**config.mk**
```make
export PLATFORM = sky130hd
export DESIGN_NAME = rectangle_video_stream_decoder
export DESIGN_NICKNAME = d
export VERILOG_FILES = /design/src/design/rvsd_pkg.sv /design/src/design/rvsd_rect.sv /design/src/design/rectangle_video_stream_decoder.sv
export SDC_FILE = /design/constraint.sdc
export NUM_CORES = 1
export LEC_CHECK = 0
export BUFFER_PORTS_ARGS = -buffer_cell sky130_fd_sc_hd__buf_4
export CORE_MARGIN = 8
export CORE_UTILIZATION = 46
export CTS_CLUSTER_SIZE = 10
export DETAILED_ROUTE_END_ITERATION = 16
export PLACE_DENSITY_LB_ADDON = 0.1
export SLEW_MARGIN = 20
export SYNTH_ARGS = -nofsm -noshare
export SYNTH_HDL_FRONTEND = slang
export SYNTH_SLANG_ARGS = --single-unit
export TNS_END_PERCENT = 30
```
**constraint.sdc**
```tcl
create_clock -name i_clk -period 7.91 [get_ports i_clk]
set_input_delay 1.1865 -clock i_clk [delete_from_list [all_inputs] [get_ports i_clk]]
set_output_delay 1.1865 -clock i_clk [all_outputs]
set_load 0.01 [all_outputs]
```
**src/design/rvsd_pkg.sv**
```systemverilog
// Shared types, codes and helpers for the rectangle video stream decoder.
// No dependencies; imported by rvsd_rect and rectangle_video_stream_decoder.
`default_nettype none

package rvsd_pkg;

    // Field widths
    localparam int unsigned ByteW  = 8;
    localparam int unsigned KindW  = 3;
    localparam int unsigned CoordW = 11;
    localparam int unsigned RateW  = 6;
    localparam int unsigned ScaleW = 3;
    localparam int unsigned PosW   = 3;
    localparam int unsigned CiW    = 2;

    // Stream data widths (fields packed, padded to whole bytes)
    localparam int unsigned OutFieldsW = 4 * CoordW + RateW + ScaleW;
    localparam int unsigned OutDataW   = ((OutFieldsW + 7) / 8) * 8;

    // Special byte values and limits
    localparam logic [ByteW-1:0]  EndFrame    = 8'hFF;
    localparam logic [ByteW-1:0]  EndVideo    = 8'hFE;
    localparam logic [ByteW-1:0]  MaxRate     = 8'd63;
    localparam logic [ByteW-1:0]  MaxScale    = 8'd6;
    localparam logic [ByteW-1:0]  Version     = 8'd1;
    localparam logic [ByteW-1:0]  OffsetReset = 8'd40;

    // Header byte positions
    localparam logic [PosW-1:0] PosRate    = 3'd5;
    localparam logic [PosW-1:0] PosVersion = 3'd6;
    localparam logic [PosW-1:0] PosScale   = 3'd7;

    // Index of the closing coordinate in a group of four
    localparam logic [CiW-1:0] CiLast = 2'd3;

    // Parse phase, one-hot
    typedef enum logic [3:0] {
        PH_HEADER = 4'b0001,
        PH_SKIP   = 4'b0010,
        PH_BODY   = 4'b0100,
        PH_IGNORE = 4'b1000
    } t_phase;

    // Result kind codes
    typedef enum logic [KindW-1:0] {
        KIND_RECT      = 3'd0,
        KIND_FRAME_END = 3'd1,
        KIND_VIDEO_END = 3'd2,
        KIND_HDR_REJ   = 3'd3,
        KIND_HDR_ACC   = 3'd4
    } t_kind;

    // One result item
    typedef struct packed {
        t_kind              kind;
        logic [CoordW-1:0]  rect_x;
        logic [CoordW-1:0]  rect_y;
        logic [CoordW-1:0]  rect_width;
        logic [CoordW-1:0]  rect_height;
        logic [RateW-1:0]   frame_rate;
        logic [ScaleW-1:0]  scale;
    } t_result;

    // Rectangle geometry from the arithmetic unit
    typedef struct packed {
        logic [CoordW-1:0] x;
        logic [CoordW-1:0] y;
        logic [CoordW-1:0] w;
        logic [CoordW-1:0] h;
    } t_rect;

    // File identifier, header bytes 0 to 4
    function automatic logic [ByteW-1:0] ident_byte(input logic [PosW-1:0] pos);
        logic [ByteW-1:0] v;
        begin
            unique case (pos)
                3'd0:    v = 8'h38;
                3'd1:    v = 8'h34;
                3'd2:    v = 8'h56;
                3'd3:    v = 8'h49;
                3'd4:    v = 8'h44;
                default: v = 8'h00;
            endcase
            return v;
        end
    endfunction

    // Coordinate byte times scale factor; 255 * 7 fits in 11 bits
    function automatic logic [CoordW-1:0] scale_mul(input logic [ByteW-1:0]  b,
                                                    input logic [ScaleW-1:0] s);
        begin
            return CoordW'({3'd0, b} * {8'd0, s});
        end
    endfunction

endpackage

`default_nettype wire

```
**src/design/rvsd_rect.sv**
```systemverilog
// Rectangle arithmetic: scales the closing y, forms position and absolute size.
// Depends on rvsd_pkg.
`default_nettype none

module rvsd_rect
    import rvsd_pkg::*;
(
    input  wire logic [CoordW-1:0] i_x1s,     // first x, already scaled
    input  wire logic [CoordW-1:0] i_y1s,     // first y, already scaled
    input  wire logic [CoordW-1:0] i_x2s,     // second x, already scaled
    input  wire logic [ByteW-1:0]  i_y2,      // second y, raw byte
    input  wire logic [ScaleW-1:0] i_scale,
    input  wire logic [ByteW-1:0]  i_offset,
    output t_rect                  o_rect
);

    logic [CoordW-1:0] y2s;
    logic [CoordW-1:0] dx;
    logic [CoordW-1:0] dy;

    // scale the last byte
    assign y2s = scale_mul(i_y2, i_scale);

    // absolute differences
    assign dx = (i_x2s >= i_x1s) ? (i_x2s - i_x1s) : (i_x1s - i_x2s);
    assign dy = (y2s   >= i_y1s) ? (y2s - i_y1s)   : (i_y1s - y2s);

    // zero size becomes one scaled pixel
    always_comb begin
        o_rect.x = i_x1s + {3'd0, i_offset};
        o_rect.y = i_y1s;
        o_rect.w = (dx == '0) ? {8'd0, i_scale} : dx;
        o_rect.h = (dy == '0) ? {8'd0, i_scale} : dy;
    end

endmodule

`default_nettype wire

```
**src/design/rectangle_video_stream_decoder.sv**
```systemverilog
// Top level of the rectangle video stream decoder: header parse, body parse,
// output register with skid stage. Depends on rvsd_pkg and rvsd_rect.
//
//  channel   | dir | handshake                     | payload
//  s_axis    | in  | s_axis_tvalid / s_axis_tready | tdata: data_byte; tuser: file_start
//  m_axis    | out | m_axis_tvalid / m_axis_tready | tdata: rect fields, rate, scale;
//            |     |                               | tuser: kind
//  cfg       | in  | i_cfg_we                      | i_cfg_wdata: x_offset
//
// One byte per cycle while input ready is high. Parse state moves at the accept edge
// and any result is written to the output register (or the skid stage) at that same
// edge, so a result written to the output register is offered on the cycle after its
// byte. Input ready falls only while the skid stage holds an item, i.e. once a second
// result arrives while the first is still stalled in the output register.
// Reset is synchronous, active low; no clearing pass is needed.
`default_nettype none

module rectangle_video_stream_decoder
    import rvsd_pkg::*;
(
    input  wire logic                 i_clk,
    input  wire logic                 i_rst_n,
    // config
    input  wire logic                 i_cfg_we,
    input  wire logic [ByteW-1:0]     i_cfg_wdata,
    // byte stream in
    input  wire logic                 s_axis_tvalid,
    output logic                      s_axis_tready,
    input  wire logic [ByteW-1:0]     s_axis_tdata,   // [7:0] data_byte
    input  wire logic [0:0]           s_axis_tuser,   // [0] file_start
    // result stream out
    output logic                      m_axis_tvalid,
    input  wire logic                 m_axis_tready,
    // [10:0] rect_x, [21:11] rect_y, [32:22] rect_width, [43:33] rect_height,
    // [49:44] frame_rate, [52:50] scale, [55:53] zero
    output logic [OutDataW-1:0]       m_axis_tdata,
    output logic [KindW-1:0]          m_axis_tuser    // [2:0] kind
);

    // state
    t_phase             r_phase, n_phase;
    logic [PosW-1:0]    r_pos, n_pos;
    logic [ScaleW-1:0]  r_scale, n_scale;
    logic [RateW-1:0]   r_rate, n_rate;
    logic [CiW-1:0]     r_ci, n_ci;
    logic [ByteW-1:0]   r_offset;
    logic [CoordW-1:0]  r_held [3];

    // output stage
    logic               r_out_valid;
    t_result            r_out;
    logic               r_skid_valid;
    t_result            r_skid;

    logic               in_fire;
    logic               out_free;
    logic               new_valid;
    t_result            new_res;
    t_phase             cur_phase;
    logic [PosW-1:0]    cur_pos;
    logic [CiW-1:0]     cur_ci;
    logic [ByteW-1:0]   b;
    logic               hdr_ok;
    logic               held_we;
    t_rect              rect;

    assign in_fire  = s_axis_tvalid && s_axis_tready;
    assign out_free = !r_out_valid || m_axis_tready;
    assign b        = s_axis_tdata;

    // rectangle arithmetic
    rvsd_rect u_rect (
        .i_x1s    (r_held[0]),
        .i_y1s    (r_held[1]),
        .i_x2s    (r_held[2]),
        .i_y2     (b),
        .i_scale  (r_scale),
        .i_offset (r_offset),
        .o_rect   (rect)
    );

    // parse step for the byte on the input
    always_comb begin
        cur_phase = s_axis_tuser[0] ? PH_HEADER : r_phase;
        cur_pos   = s_axis_tuser[0] ? '0 : r_pos;
        cur_ci    = s_axis_tuser[0] ? '0 : r_ci;

        n_phase   = cur_phase;
        n_pos     = cur_pos;
        n_ci      = cur_ci;
        n_scale   = r_scale;
        n_rate    = r_rate;
        held_we   = 1'b0;
        new_valid = 1'b0;
        new_res   = '0;
        hdr_ok    = 1'b0;

        unique case (cur_phase)
            PH_HEADER: begin
                priority if (cur_pos < PosRate) begin
                    hdr_ok = (b == ident_byte(cur_pos));
                end else if (cur_pos == PosRate) begin
                    hdr_ok = (b != '0) && (b <= MaxRate);
                end else if (cur_pos == PosVersion) begin
                    hdr_ok = (b == Version);
                end else begin
                    hdr_ok = (b != '0) && (b <= MaxScale);
                end

                if (!hdr_ok) begin
                    n_phase      = PH_IGNORE;
                    new_valid    = 1'b1;
                    new_res.kind = KIND_HDR_REJ;
                end else if (cur_pos == PosScale) begin
                    n_phase            = PH_SKIP;
                    n_pos              = '0;
                    n_scale            = b[ScaleW-1:0];
                    new_valid          = 1'b1;
                    new_res.kind       = KIND_HDR_ACC;
                    new_res.frame_rate = r_rate;
                    new_res.scale      = b[ScaleW-1:0];
                end else begin
                    if (cur_pos == PosRate) begin
                        n_rate = b[RateW-1:0];
                    end
                    n_pos = cur_pos + 1'b1;
                end
            end
            PH_SKIP: begin
                n_phase = PH_BODY;
                n_ci    = '0;
            end
            PH_BODY: begin
                priority if (b == EndFrame) begin
                    n_ci         = '0;
                    new_valid    = 1'b1;
                    new_res.kind = KIND_FRAME_END;
                end else if (b == EndVideo) begin
                    n_ci         = '0;
                    n_phase      = PH_IGNORE;
                    new_valid    = 1'b1;
                    new_res.kind = KIND_VIDEO_END;
                end else if (cur_ci != CiLast) begin
                    held_we = 1'b1;
                    n_ci    = cur_ci + 1'b1;
                end else begin
                    n_ci                = '0;
                    new_valid           = 1'b1;
                    new_res.kind        = KIND_RECT;
                    new_res.rect_x      = rect.x;
                    new_res.rect_y      = rect.y;
                    new_res.rect_width  = rect.w;
                    new_res.rect_height = rect.h;
                end
            end
            PH_IGNORE: begin
                n_phase = PH_IGNORE;
            end
            default: begin
                n_phase = PH_IGNORE;
            end
        endcase
    end

    // parse state and config register
    always_ff @(posedge i_clk) begin
        if (!i_rst_n) begin
            r_phase  <= PH_HEADER;
            r_pos    <= '0;
            r_ci     <= '0;
            r_scale  <= '0;
            r_rate   <= '0;
            r_offset <= OffsetReset;
        end else begin
            if (in_fire) begin
                r_phase <= n_phase;
                r_pos   <= n_pos;
                r_ci    <= n_ci;
                r_scale <= n_scale;
                r_rate  <= n_rate;
            end
            if (i_cfg_we) begin
                r_offset <= i_cfg_wdata;
            end
        end
    end

    // held coordinates, stored already scaled
    always_ff @(posedge i_clk) begin
        if (in_fire && held_we) begin
            r_held[cur_ci] <= scale_mul(b, r_scale);
        end
    end

    // output register plus skid stage
    always_ff @(posedge i_clk) begin
        if (!i_rst_n) begin
            r_out_valid  <= 1'b0;
            r_skid_valid <= 1'b0;
        end else begin
            if (out_free) begin
                if (r_skid_valid) begin
                    r_out_valid  <= 1'b1;
                    r_skid_valid <= in_fire && new_valid;
                end else begin
                    r_out_valid  <= in_fire && new_valid;
                end
            end else if (in_fire && new_valid) begin
                r_skid_valid <= 1'b1;
            end
        end
    end

    always_ff @(posedge i_clk) begin
        if (out_free) begin
            if (r_skid_valid) begin
                r_out <= r_skid;
                r_skid <= new_res;
            end else begin
                r_out <= new_res;
            end
        end else if (in_fire && new_valid) begin
            r_skid <= new_res;
        end
    end

    // ports
    assign s_axis_tready = !r_skid_valid;
    assign m_axis_tvalid = r_out_valid;
    assign m_axis_tuser  = r_out.kind;
    assign m_axis_tdata  = OutDataW'({r_out.scale, r_out.frame_rate, r_out.rect_height,
                                      r_out.rect_width, r_out.rect_y, r_out.rect_x});

    // checks
    a_skid_implies_out: assert property (@(posedge i_clk) disable iff (!i_rst_n)
        r_skid_valid |-> r_out_valid)
        else $error("skid stage full while output register empty");

    a_skid_holds: assert property (@(posedge i_clk) disable iff (!i_rst_n)
        (r_skid_valid && !m_axis_tready) |=> r_skid_valid)
        else $error("skid item lost under output stall");

    a_ci_body_only: assert property (@(posedge i_clk) disable iff (!i_rst_n)
        (r_ci != '0) |-> (r_phase == PH_BODY))
        else $error("coordinate count outside body phase");

    // a rejected header leaves its position behind while bytes are ignored
    a_pos_header_only: assert property (@(posedge i_clk) disable iff (!i_rst_n)
        (r_pos != '0) |-> (r_phase == PH_HEADER || r_phase == PH_IGNORE))
        else $error("header position outside header parse");

    a_accept_fields: assert property (@(posedge i_clk) disable iff (!i_rst_n)
        (r_out_valid && r_out.kind == KIND_HDR_ACC) |->
            (r_out.scale != '0 && r_out.frame_rate != '0))
        else $error("accepted header with zero rate or scale");

endmodule

`default_nettype wire
```
==> results.py, run 1 <==
metrics = {
    "sta": {
        "rsz0062_at_grt": "false",
        "fmax_ghz": 0.170,
        "slew_violations": 0,
        "hold_viol_final": 0,
        "finalCriticalPeriod_ns": 5.87,
        "timing.final.crit_share": 0.742,
        "fin_skew_ns": 0.00916,
        "relSlewSlack": 0.363,
        "tightest_slew_ns": 0.953,
        "setup_tns_ns": 0,
        "setup_viol": 0,
    },
    "place": {
        "portBuffers": 79,
        "dp.cells": 1278,
        "hpwl_um": 17900,
        "routabilityCongestion": 0.870,
    },
    "setup_path": {
        "crit_type": "in2reg",
        "endpoint": "r_skid[14]$_DFFE_PP_",
        "r2r_cells": 18,
        "required_ns": 8.07,
        "rr_endpoint": "r_skid[14]$_DFFE_PP_",
        "r2r_slack_ns": 2.19,
        "start_kind": "input pin",
        "critPathLaunch": "s_axis_tdata[0]",
        "critical_path.endpoint_type": "register",
        "cp.arrival_ns": 6.03,
        "r2r-start": "r_scale[1]$_SDFFE_PN0P_",
        "cp_max_fo": 14,
    },
    "clocking": {
        "cts_setup_buffers": 0,
        "clk_pin_slew_worst_paths_ns": 0.07,
        "clock_path_buffers": 2,
        "cts_htree_levels": 4,
        "cts_tree": "yes",
        "hold_buffers": 0,
        "cts_made_buffers": 17,
        "cts_resized": 0,
        "cts_root_buf": "clkbuf_16",
        "insertion_delay_ns": 0.42,
        "cts_sinks": 173,
    },
    "logic_synthesis": {
        "yosysTopAreaCell": "edfxtp_1",
        "synth_edf_count": 145,
        "syn_inst": 964,
        "yosysTopAreaCellShare": 0.425,
        "syn_avg_cell_area_um2": 10.6,
        "synthTopCellsByArea": "edfxtp_1 42%, ha_1 8.7%, dfxtp_1 5.5%, mux2i_1 3.6%, nand2_1 3.2%",
        "yosysWarnings": 0,
        "ys_seq_area_frac": 0.479,
        "syn_area_um2": 10300,
        "yosys_register_bits": 173,
        "synth.distinct_cells": 69,
        "ys.flop_type": "edfxtp_1",
        "async_flop_share": 0,
    },
    "finish": {
        "register_area_um2": 4920,
        "final_common_cell": "edfxtp_1",
        "multiInputGateArea_um2": 4840,
        "drive_gt1_frac": 0.148,
        "layout.cells.non_filler": 1310,
        "nFillCells": 1989,
        "nNetsFinal": 1122,
        "syn2layout_area_growth_pct": 12.7,
        "n_antenna_cell": 0,
        "layout_common_cells": "145 x edfxtp_1, 87 x nand2_1, 83 x buf_4",
    },
    "global_route": {
        "grt_usage": 0.181,
        "first_global_vias": 6977,
        "grt_pass1_wl_um": 38400,
        "grt-ovfl-total": 0,
        "grt_max_degree": 69,
        "antenna_found_initial": 0,
    },
    "die": {
        "boundaryPins": 83,
        "die_w_um": 165,
        "die-area_um2": 27300,
        "coreArea_um2": 21800,
        "rows": 54,
        "die_h_um": 165,
        "initial_core_util": 0.470,
    },
    "detailed_routing": {
        "firstDrtPassIters": 5,
        "vias": 7082,
        "wl_per_cell_um": 18.3,
        "ant_nets": 0,
        "vias_per_cell": 5.41,
        "drc": 0,
        "wl_um": 24000,
        "drt_iter0_drc": 368,
    },
    "power_and_ir_drop": {
        "ir_drop_mv": 0.134,
        "p_leak_nw": 4.87,
        "power.density_nw_per_um2": 166,
    },
    "flow_run": {
        "drv_cap": 0,
    },
    "min_path": {
        "min_path_type": "reg2reg",
    },
    "status": {
        "status": "completed",
    },
}
synth_stat cells, types with 5 or more instances:
master and count:
fa_1 12, o21ai_0 37, edfxtp_1 145, a21o_1 16
nor2_1 57, ha_1 71, or2_2 5, mux2_2 19
nand4_1 5, a21oi_1 52, inv_1 75, buf_1 5
o21bai_1 10, and3_1 15, nand2b_1 11, mux2i_1 37
nand3_1 14, buf_4 5, nor3_1 9, nand2_1 88
a31oi_1 6, nor2b_1 29, a211oi_1 5, xor2_1 18
xnor2_1 26, clkbuf_1 32, and2_1 25, o31ai_1 30
buf_2 7, dfxtp_1 28
critical path, cell delays in order:
cell	delay, ns
buf_4	0.16
and2_1	0.18
fa_1	0.48
ha_1	0.25
fa_1	0.41
a21oi_1	0.15
nor2_1	0.05
nor2_1	0.15
xnor2_1	0.27
ha_1	0.45
and2_4	0.23
a221o_1	0.33
a41oi_2	0.26
o221ai_2	0.39
mux2i_1	0.23
xnor2_1	0.27
nor2b_1	0.32
and3_1	0.22
nor3_1	0.05
cells by family (layout without fill, tap and decap cells):
group,count (synthesis),after routing,synth area share
compound gates,199,199,0.129
xor+xnor,44,44,0.0376
fa+ha+maj,83,83,0.110
buf+inv,128,192,0.0510
flops,173,173,0.479
mux,56,56,0.0570
other cells,1,3,0.000366
simple gates,280,280,0.136
flip-flops by register name (all words and copies together), names as in the netlist:
| name | count |
|---|---|
| r_skid_valid | 1 |
| r_skid | 56 |
| m_axis_tdata | 53 |
| r_rate | 6 |
| m_axis_tuser | 3 |
| r_phase | 4 |
| r_offset | 8 |
| r_pos | 3 |
| r_ci | 2 |
| r_scale | 3 |
| m_axis_tvalid | 1 |
| r_held | 33 |
how the worst min path moves through the flow:
stage                             startpoint                        to  cells past startpoint  slack (ns)
floorplan           r_offset[3]$_SDFFE_PN1P_  r_offset[3]$_SDFFE_PN1P_                      2        0.45
global placement     r_phase[0]$_SDFFE_PN1P_   r_phase[0]$_SDFFE_PN1P_                      2        0.49
detailed placement   r_phase[0]$_SDFFE_PN1P_   r_phase[0]$_SDFFE_PN1P_                      2        0.50
CTS                  r_phase[0]$_SDFFE_PN1P_   r_phase[0]$_SDFFE_PN1P_                      2        0.51
global route         r_phase[0]$_SDFFE_PN1P_   r_phase[0]$_SDFFE_PN1P_                      2        0.54
finish               r_phase[0]$_SDFFE_PN1P_   r_phase[0]$_SDFFE_PN1P_                      2        0.50
where the power goes:
part | internal [W] | switching [W] | leakage [nW]
Sequential | 0.00101 | 0.0000130 | 1.53
Combinational | 0.0000512 | 0.0000645 | 3.08
Clock | 0.000409 | 0.000368 | 0.258
per-stage QoR:
step | cell area (um2) | utilization | worst slack, ns | hold WS (ns) | total power, W
3_5_place_dp | 11000 | 0.505 | 1.62 | 0.497 | 0.00117
4_1_cts | 11600 | 0.530 | 2.05 | 0.506 | 0.00195
2_1_floorplan | 10300 | - | 0.592 | 0.449 | 0.00111
3_3_place_gp | 11000 | 0.505 | 1.76 | 0.492 | 0.00117
6_report | 11600 | 0.530 | 2.04 | 0.503 | 0.00192
5_1_grt | 11600 | 0.530 | 1.62 | 0.538 | 0.00199
cell type report:
type                    count  area share
clock buffers              19      0.0375
clock inverters            13     0.00931
inverters                  77      0.0250
multi-input cells         665       0.419
flip-flops and latches    173       0.425
well taps                 280      0.0303
repair buffers             83      0.0539
per-layer routing:
metal	up-vias	GRT usage	wire length, um
li1	3540	-	-
met1	3391	0.244	11300
met2	124	0.296	11400
met3	27	0.0268	814
met4	0	0.0572	466
met5	-	0	0
Power figures use the tool's default switching activity.
==> run 2: changes to the inputs <==
--- a/config.mk
+++ b/config.mk
@@ -5,6 +5,7 @@
 export SDC_FILE = /design/constraint.sdc
 export NUM_CORES = 1
 export LEC_CHECK = 0
+export ABC_AREA = 1
 export BUFFER_PORTS_ARGS = -buffer_cell sky130_fd_sc_hd__buf_4
 export CORE_MARGIN = 8
 export CORE_UTILIZATION = 46
==> constraint.sdc (replaced) <==
create_clock -name i_clk -period 5.3 [get_ports i_clk]
set_input_delay 0.795 -clock i_clk [delete_from_list [all_inputs] [get_ports i_clk]]
set_output_delay 0.795 -clock i_clk [all_outputs]
set_load 0.01 [all_outputs]
==> results.py, run 2 <==
metrics = {
    "global_route": {
        "grt_usage": 0.196,
        "first_global_vias": 8541,
        "antenna_found_initial": 0,
        "grt_pass1_wl_um": 45000,
        "grt-ovfl-total": 0,
        "grt_max_degree": 58,
    },
    "sta": {
        "relSlewSlack": 0.307,
        "fmax_ghz": 0.203,
        "holdWs_ns": 0.472,
        "rsz0062_at_grt": "false",
        "hold_viol_final": 0,
        "timing.final.crit_share": 0.930,
        "tightest_slew_ns": 1.04,
        "finalCriticalPeriod_ns": 4.93,
        "slew_violations": 0,
        "fin_skew_ns": 0.0148,
        "setup_viol": 0,
    },
    "flow_run": {
        "drv_cap": 0,
    },
    "place": {
        "hpwl_um": 21800,
        "portBuffers": 79,
        "routabilityCongestion": 0.923,
    },
    "die": {
        "die_h_um": 171,
        "die_w_um": 171,
        "rows": 56,
        "boundaryPins": 83,
        "initial_core_util": 0.470,
        "die-area_um2": 29300,
        "coreArea_um2": 23500,
    },
    "detailed_routing": {
        "wl_um": 28200,
        "drc": 0,
        "firstDrtPassIters": 6,
        "vias": 9040,
        "wl_per_cell_um": 15.8,
        "drt_iter0_drc": 657,
        "ant_nets": 0,
        "vias_per_cell": 5.08,
    },
    "logic_synthesis": {
        "ys_seq_area_frac": 0.444,
        "synth_commonest_cells": "433 x nand2_1, 196 x inv_1, 145 x edfxtp_1",
        "syn_avg_cell_area_um2": 8.11,
        "yosys_register_bits": 173,
        "syn_inst": 1364,
        "post-synth-top-count-cell": "nand2_1",
        "syn_area_um2": 11100,
        "synth.distinct_cells": 50,
        "async_flop_share": 0,
        "synthTopCellsByArea": "edfxtp_1 39%, nand2_1 15%, ha_1 8.0%, inv_1 6.7%, dfxtp_1 5.1%",
        "yosysWarnings": 0,
        "ys.flop_type": "edfxtp_1",
        "yosysTopAreaCell": "edfxtp_1",
        "yosysTopAreaCellShare": 0.394,
        "synth_edf_count": 145,
    },
    "power_and_ir_drop": {
        "ir_drop_mv": 0.162,
        "power.total_w": 0.00297,
        "p_leak_nw": 6.38,
        "power.density_nw_per_um2": 235,
    },
    "clocking": {
        "cts_made_buffers": 17,
        "clock_path_buffers": 2,
        "hold_buffers": 0,
        "cts_resized": 0,
        "cts_tree": "yes",
        "cts_setup_buffers": 0,
        "cts_sinks": 173,
        "cts_root_buf": "clkbuf_16",
        "insertion_delay_ns": 0.44,
        "clk_pin_slew_worst_paths_ns": 0.08,
        "cts_htree_levels": 4,
    },
    "setup_path": {
        "cp_max_fo": 10,
        "crit_slowest_cell": "fa_1",
        "crit_type": "in2reg",
        "required_ns": 5.48,
        "critical_path.endpoint_type": "register",
        "cp.arrival_ns": 5.11,
        "cp_slowest_stage_delay_ns": 0.46,
        "start_kind": "input pin",
        "crit_path_frequent_cell": "nand2_1",
    },
    "finish": {
        "final_common_cell": "nand2_1",
        "n_antenna_cell": 0,
        "drive_gt1_frac": 0.127,
        "nNetsFinal": 1553,
        "layout_common_cells": "433 x nand2_1, 194 x inv_1, 145 x edfxtp_1",
        "regMostFlops": "r_skid",
        "largest_reg_flops": 56,
        "syn2layout_area_growth_pct": 14.3,
    },
    "status": {
        "status": "completed",
    },
    "min_path": {
        "min_path_type": "reg2reg",
    },
}
-- run 2: changes by cell type after synthesis, sizes merged, moves of 18 or more --
cell and delta:
nand2 +359, inv +125, a21oi +19, mux2i -37, mux2 -18, and2 -26
o31ai -29, nor2b -29, nand3 +72, nor2 +61, nand4 +21, xnor2 -20
-- run 2: area by class of cell --
cell class | count | area, um2
tap | 319 | 399
timing repair buffer | 101 | 758
clock buffer | 17 | 425
clock inverter | 15 | 174
multi-input combinational | 952 | 5200
inverter | 203 | 772
fill | 2304 | 10900
sequential | 173 | 4920
-- run 2: critical path, delay by kind of cell --
family	cells	cell delay, ns
compound gates	6	0.82
buf+inv	4	0.37
fa+ha+maj	4	1.53
simple gates	17	1.60
-- run 2: routing by layer --
metal,up-vias,global-route usage,part of all wire
met4,0,0.0578,0.017
li1,4575,-,-
met5,-,0,0
met3,30,0.0327,0.058
met2,248,0.310,0.45
met1,4187,0.273,0.47
-- run 2: through the flow --
stage	cells	instance area, um2	setup WS [ns]	util	TNS [ns]
floorplan	1366	11100	0.410	-	0
global placement	1748	12000	0.0668	0.512	0
detailed placement	1748	12000	-0.0292	0.512	-0.0920
CTS	1780	12600	0.380	0.537	0
global route	1780	12600	0.0245	0.537	0
finish	1780	12600	0.372	0.537	0
-- run 2: cells by family (layout without fill, tap and decap cells) --
| kind of cell | Yosys count | after routing | synth area share |
|---|---|---|---|
| AOI/OAI and AO/OA | 142 | 142 | 0.0702 |
| xor gates and xnor gates | 25 | 25 | 0.0198 |
| adders and majority gates | 83 | 83 | 0.102 |
| buffers and inverters | 241 | 336 | 0.0875 |
| DFF | 173 | 173 | 0.444 |
| muxes | 1 | 1 | 0.00102 |
| other | 1 | 3 | 0.000339 |
| and+or+nand+nor | 698 | 698 | 0.275 |
-- run 2: power breakdown --
part           switching (W)  internal (W)
sequential         0.0000176       0.00151
combinational       0.000116     0.0000713
clock               0.000616      0.000636
total               0.000750       0.00222
-- run 2: path summary, 6_finish.rpt --
kind / slack, ns / cells after the start / to / start
setup / recovery: 0.37 / 31 / m_axis_tdata[41]$_DFFE_PP_ / s_axis_tdata[1]
setup reg to reg: 0.45 / 30 / m_axis_tdata[41]$_DFFE_PP_ / r_scale[0]$_SDFFE_PN0P_
hold / removal: 0.47 / 2 / r_pos[1]$_SDFFE_PN0P_ / r_pos[1]$_SDFFE_PN0P_
hold reg to reg: 0.47 / 2 / r_pos[1]$_SDFFE_PN0P_ / r_pos[1]$_SDFFE_PN0P_
==> run 3: changes to the inputs <==
--- a/config.mk
+++ b/config.mk
@@ -11,9 +11,8 @@
 export CORE_UTILIZATION = 46
 export CTS_CLUSTER_SIZE = 10
 export DETAILED_ROUTE_END_ITERATION = 16
-export PLACE_DENSITY_LB_ADDON = 0.1
+export PLACE_DENSITY = 0.7
 export SLEW_MARGIN = 20
 export SYNTH_ARGS = -nofsm -noshare
 export SYNTH_HDL_FRONTEND = slang
 export SYNTH_SLANG_ARGS = --single-unit
-export TNS_END_PERCENT = 30
==> results.py, run 3 (synthesis gave the netlist of run 2 again) <==
metrics = {
    "place": {
        "place_area_um2": 12000,
        "routabilityCongestion": 0.906,
        "portBuffers": 79,
        "hpwl_um": 21600,
        "dp.cells": 1747,
    },
    "power_and_ir_drop": {
        "power.density_nw_per_um2": 239,
        "p_seq_frac": 0.507,
        "ir_drop_mv": 0.182,
        "net-switching-power_w": 0.000758,
        "p_comb_frac": 0.062,
        "internal_power_w": 0.00227,
        "p_leak_nw": 6.38,
        "clock_power_share": 0.431,
        "power.total_w": 0.00303,
        "swShare": 0.250,
    },
    "clocking": {
        "clock_path_buffers": 2,
        "cts_root_buf": "clkbuf_16",
        "insertion_delay_ns": 0.44,
        "clk_pin_slew_worst_paths_ns": 0.08,
        "cts_tree": "yes",
        "cts_sinks": 173,
        "cts_htree_levels": 4,
        "cts_made_buffers": 17,
    },
    "die": {
        "initial_core_util": 0.470,
        "die_w_um": 171,
        "die_h_um": 171,
        "die-area_um2": 29300,
        "rows": 56,
        "boundaryPins": 83,
        "coreArea_um2": 23500,
    },
    "detailed_routing": {
        "vias": 9093,
        "drt_iter0_drc": 903,
        "drc": 0,
        "wl_um": 28900,
        "firstDrtPassIters": 6,
        "wl_per_cell_um": 16.2,
        "ant_nets": 0,
        "vias_per_cell": 5.11,
    },
    "finish": {
        "drive_gt1_frac": 0.127,
        "nFillCells": 2220,
        "register_area_um2": 4920,
        "multiInputGateArea_um2": 5210,
        "layout_common_cells": "433 x nand2_1, 194 x inv_1, 145 x edfxtp_1",
        "syn2layout_area_growth_pct": 14.5,
        "fin_util": 0.538,
        "final_area_um2": 12700,
        "layout.cells.non_filler": 1779,
        "largest_reg_flops": 56,
        "final_common_cell": "nand2_1",
        "n_antenna_cell": 0,
        "regMostFlops": "r_skid",
        "nNetsFinal": 1552,
    },
    "setup_path": {
        "crit_path_frequent_cell": "nand2_1",
        "critical_path.endpoint_type": "register",
        "r2r-start": "r_scale[2]$_SDFFE_PN0P_",
        "rr_endpoint": "m_axis_tdata[40]$_DFFE_PP_",
        "crit_slowest_cell": "fa_1",
        "crit_type": "in2reg",
        "cp_max_fo": 9,
        "r2r_slack_ns": 0.54,
        "cp.arrival_ns": 5.00,
        "cp_slowest_stage_delay_ns": 0.54,
        "r2r_cells": 30,
        "required_ns": 5.50,
        "start_kind": "input pin",
    },
    "sta": {
        "slew_violations": 0,
        "setup_viol": 0,
        "hold_viol_final": 0,
        "timing.final.crit_share": 0.905,
        "rsz0062_at_grt": "false",
        "finalCriticalPeriod_ns": 4.80,
        "fin_skew_ns": 0.0120,
        "tightest_slew_ns": 0.818,
        "fmax_ghz": 0.209,
        "relSlewSlack": 0.455,
    },
    "min_path": {
        "holdPathStages": 2,
        "min-delay-start": "r_offset[5]$_SDFFE_PN1P_",
        "min_path_type": "reg2reg",
        "whs_endpoint": "r_offset[5]$_SDFFE_PN1P_",
    },
    "global_route": {
        "first_global_vias": 8673,
        "grt-ovfl-total": 0,
        "antenna_found_initial": 0,
        "grt_pass1_wl_um": 45900,
        "grt_usage": 0.201,
        "grt_max_degree": 59,
    },
    "status": {
        "status": "completed",
    },
    "flow_run": {
        "drv_cap": 0,
    },
}
run 3: routing by layer:
layer,share of wire,global-route usage,vias up
met5,0,0,-
met4,0.018,0.0590,0
met3,0.061,0.0360,43
met2,0.46,0.323,265
met1,0.46,0.272,4219
li1,-,-,4566
run 3: through the flow:
step / hold slack, ns / setup TNS [ns] / setup WS [ns]
2_1_floorplan: 0.435 / 0 / 0.410
3_3_place_gp: 0.454 / 0 / 0.137
3_5_place_dp: 0.458 / -0.121 / -0.0339
4_1_cts: 0.477 / 0 / 0.351
5_1_grt: 0.509 / 0 / 0.0393
6_report: 0.476 / 0 / 0.504
run 3: critical path: cells and delay by family:
kind / cells / cell delay [ns]
compound gates: 4 / 0.54
xor+xnor: 1 / 0.22
fa+ha+maj: 3 / 1.27
buf+inv: 5 / 0.41
simple gates: 18 / 1.73
run 3: layout make-up:
cell class,instances,share of cell area
clock buffers,17,0.0336
clock inverters,15,0.0153
inverters,203,0.0609
multi-input cells,952,0.411
flip-flops and latches,173,0.388
well taps,319,0.0315
repair buffers,100,0.0593
run 3: power by group through the flow:
stage	sequential [W]	clock, W	combinational, W
after global routing	0.00154	0.00138	0.000207
after CTS	0.00153	0.00133	0.000191
after floorplan	0.00157	0	0.0000873
after global placement	0.00156	0	0.000188
final	0.00153	0.00130	0.000189
after detailed placement	0.00156	0	0.000190
run 3: worst max-delay path by stage:
stage	from	end	slack, ns	depth (start not counted)
after floorplan	s_axis_tdata[1]	m_axis_tdata[37]$_DFFE_PP_	0.41	31
after global placement	s_axis_tdata[2]	m_axis_tdata[39]$_DFFE_PP_	0.14	31
after detailed placement	s_axis_tdata[2]	m_axis_tdata[40]$_DFFE_PP_	-0.03	31
after CTS	r_scale[2]$_SDFFE_PN0P_	m_axis_tdata[40]$_DFFE_PP_	0.35	30
after global routing	s_axis_tdata[2]	m_axis_tdata[38]$_DFFE_PP_	0.04	31
final	s_axis_tdata[2]	m_axis_tdata[40]$_DFFE_PP_	0.50	31
run 3: what timing repair did:
action / 4_1_cts / 5_1_grt
setup buffers: 0 / 0
hold buffers: 0 / 0
resized for setup: 0 / 6
setup endpoints to repair: 0 / 19
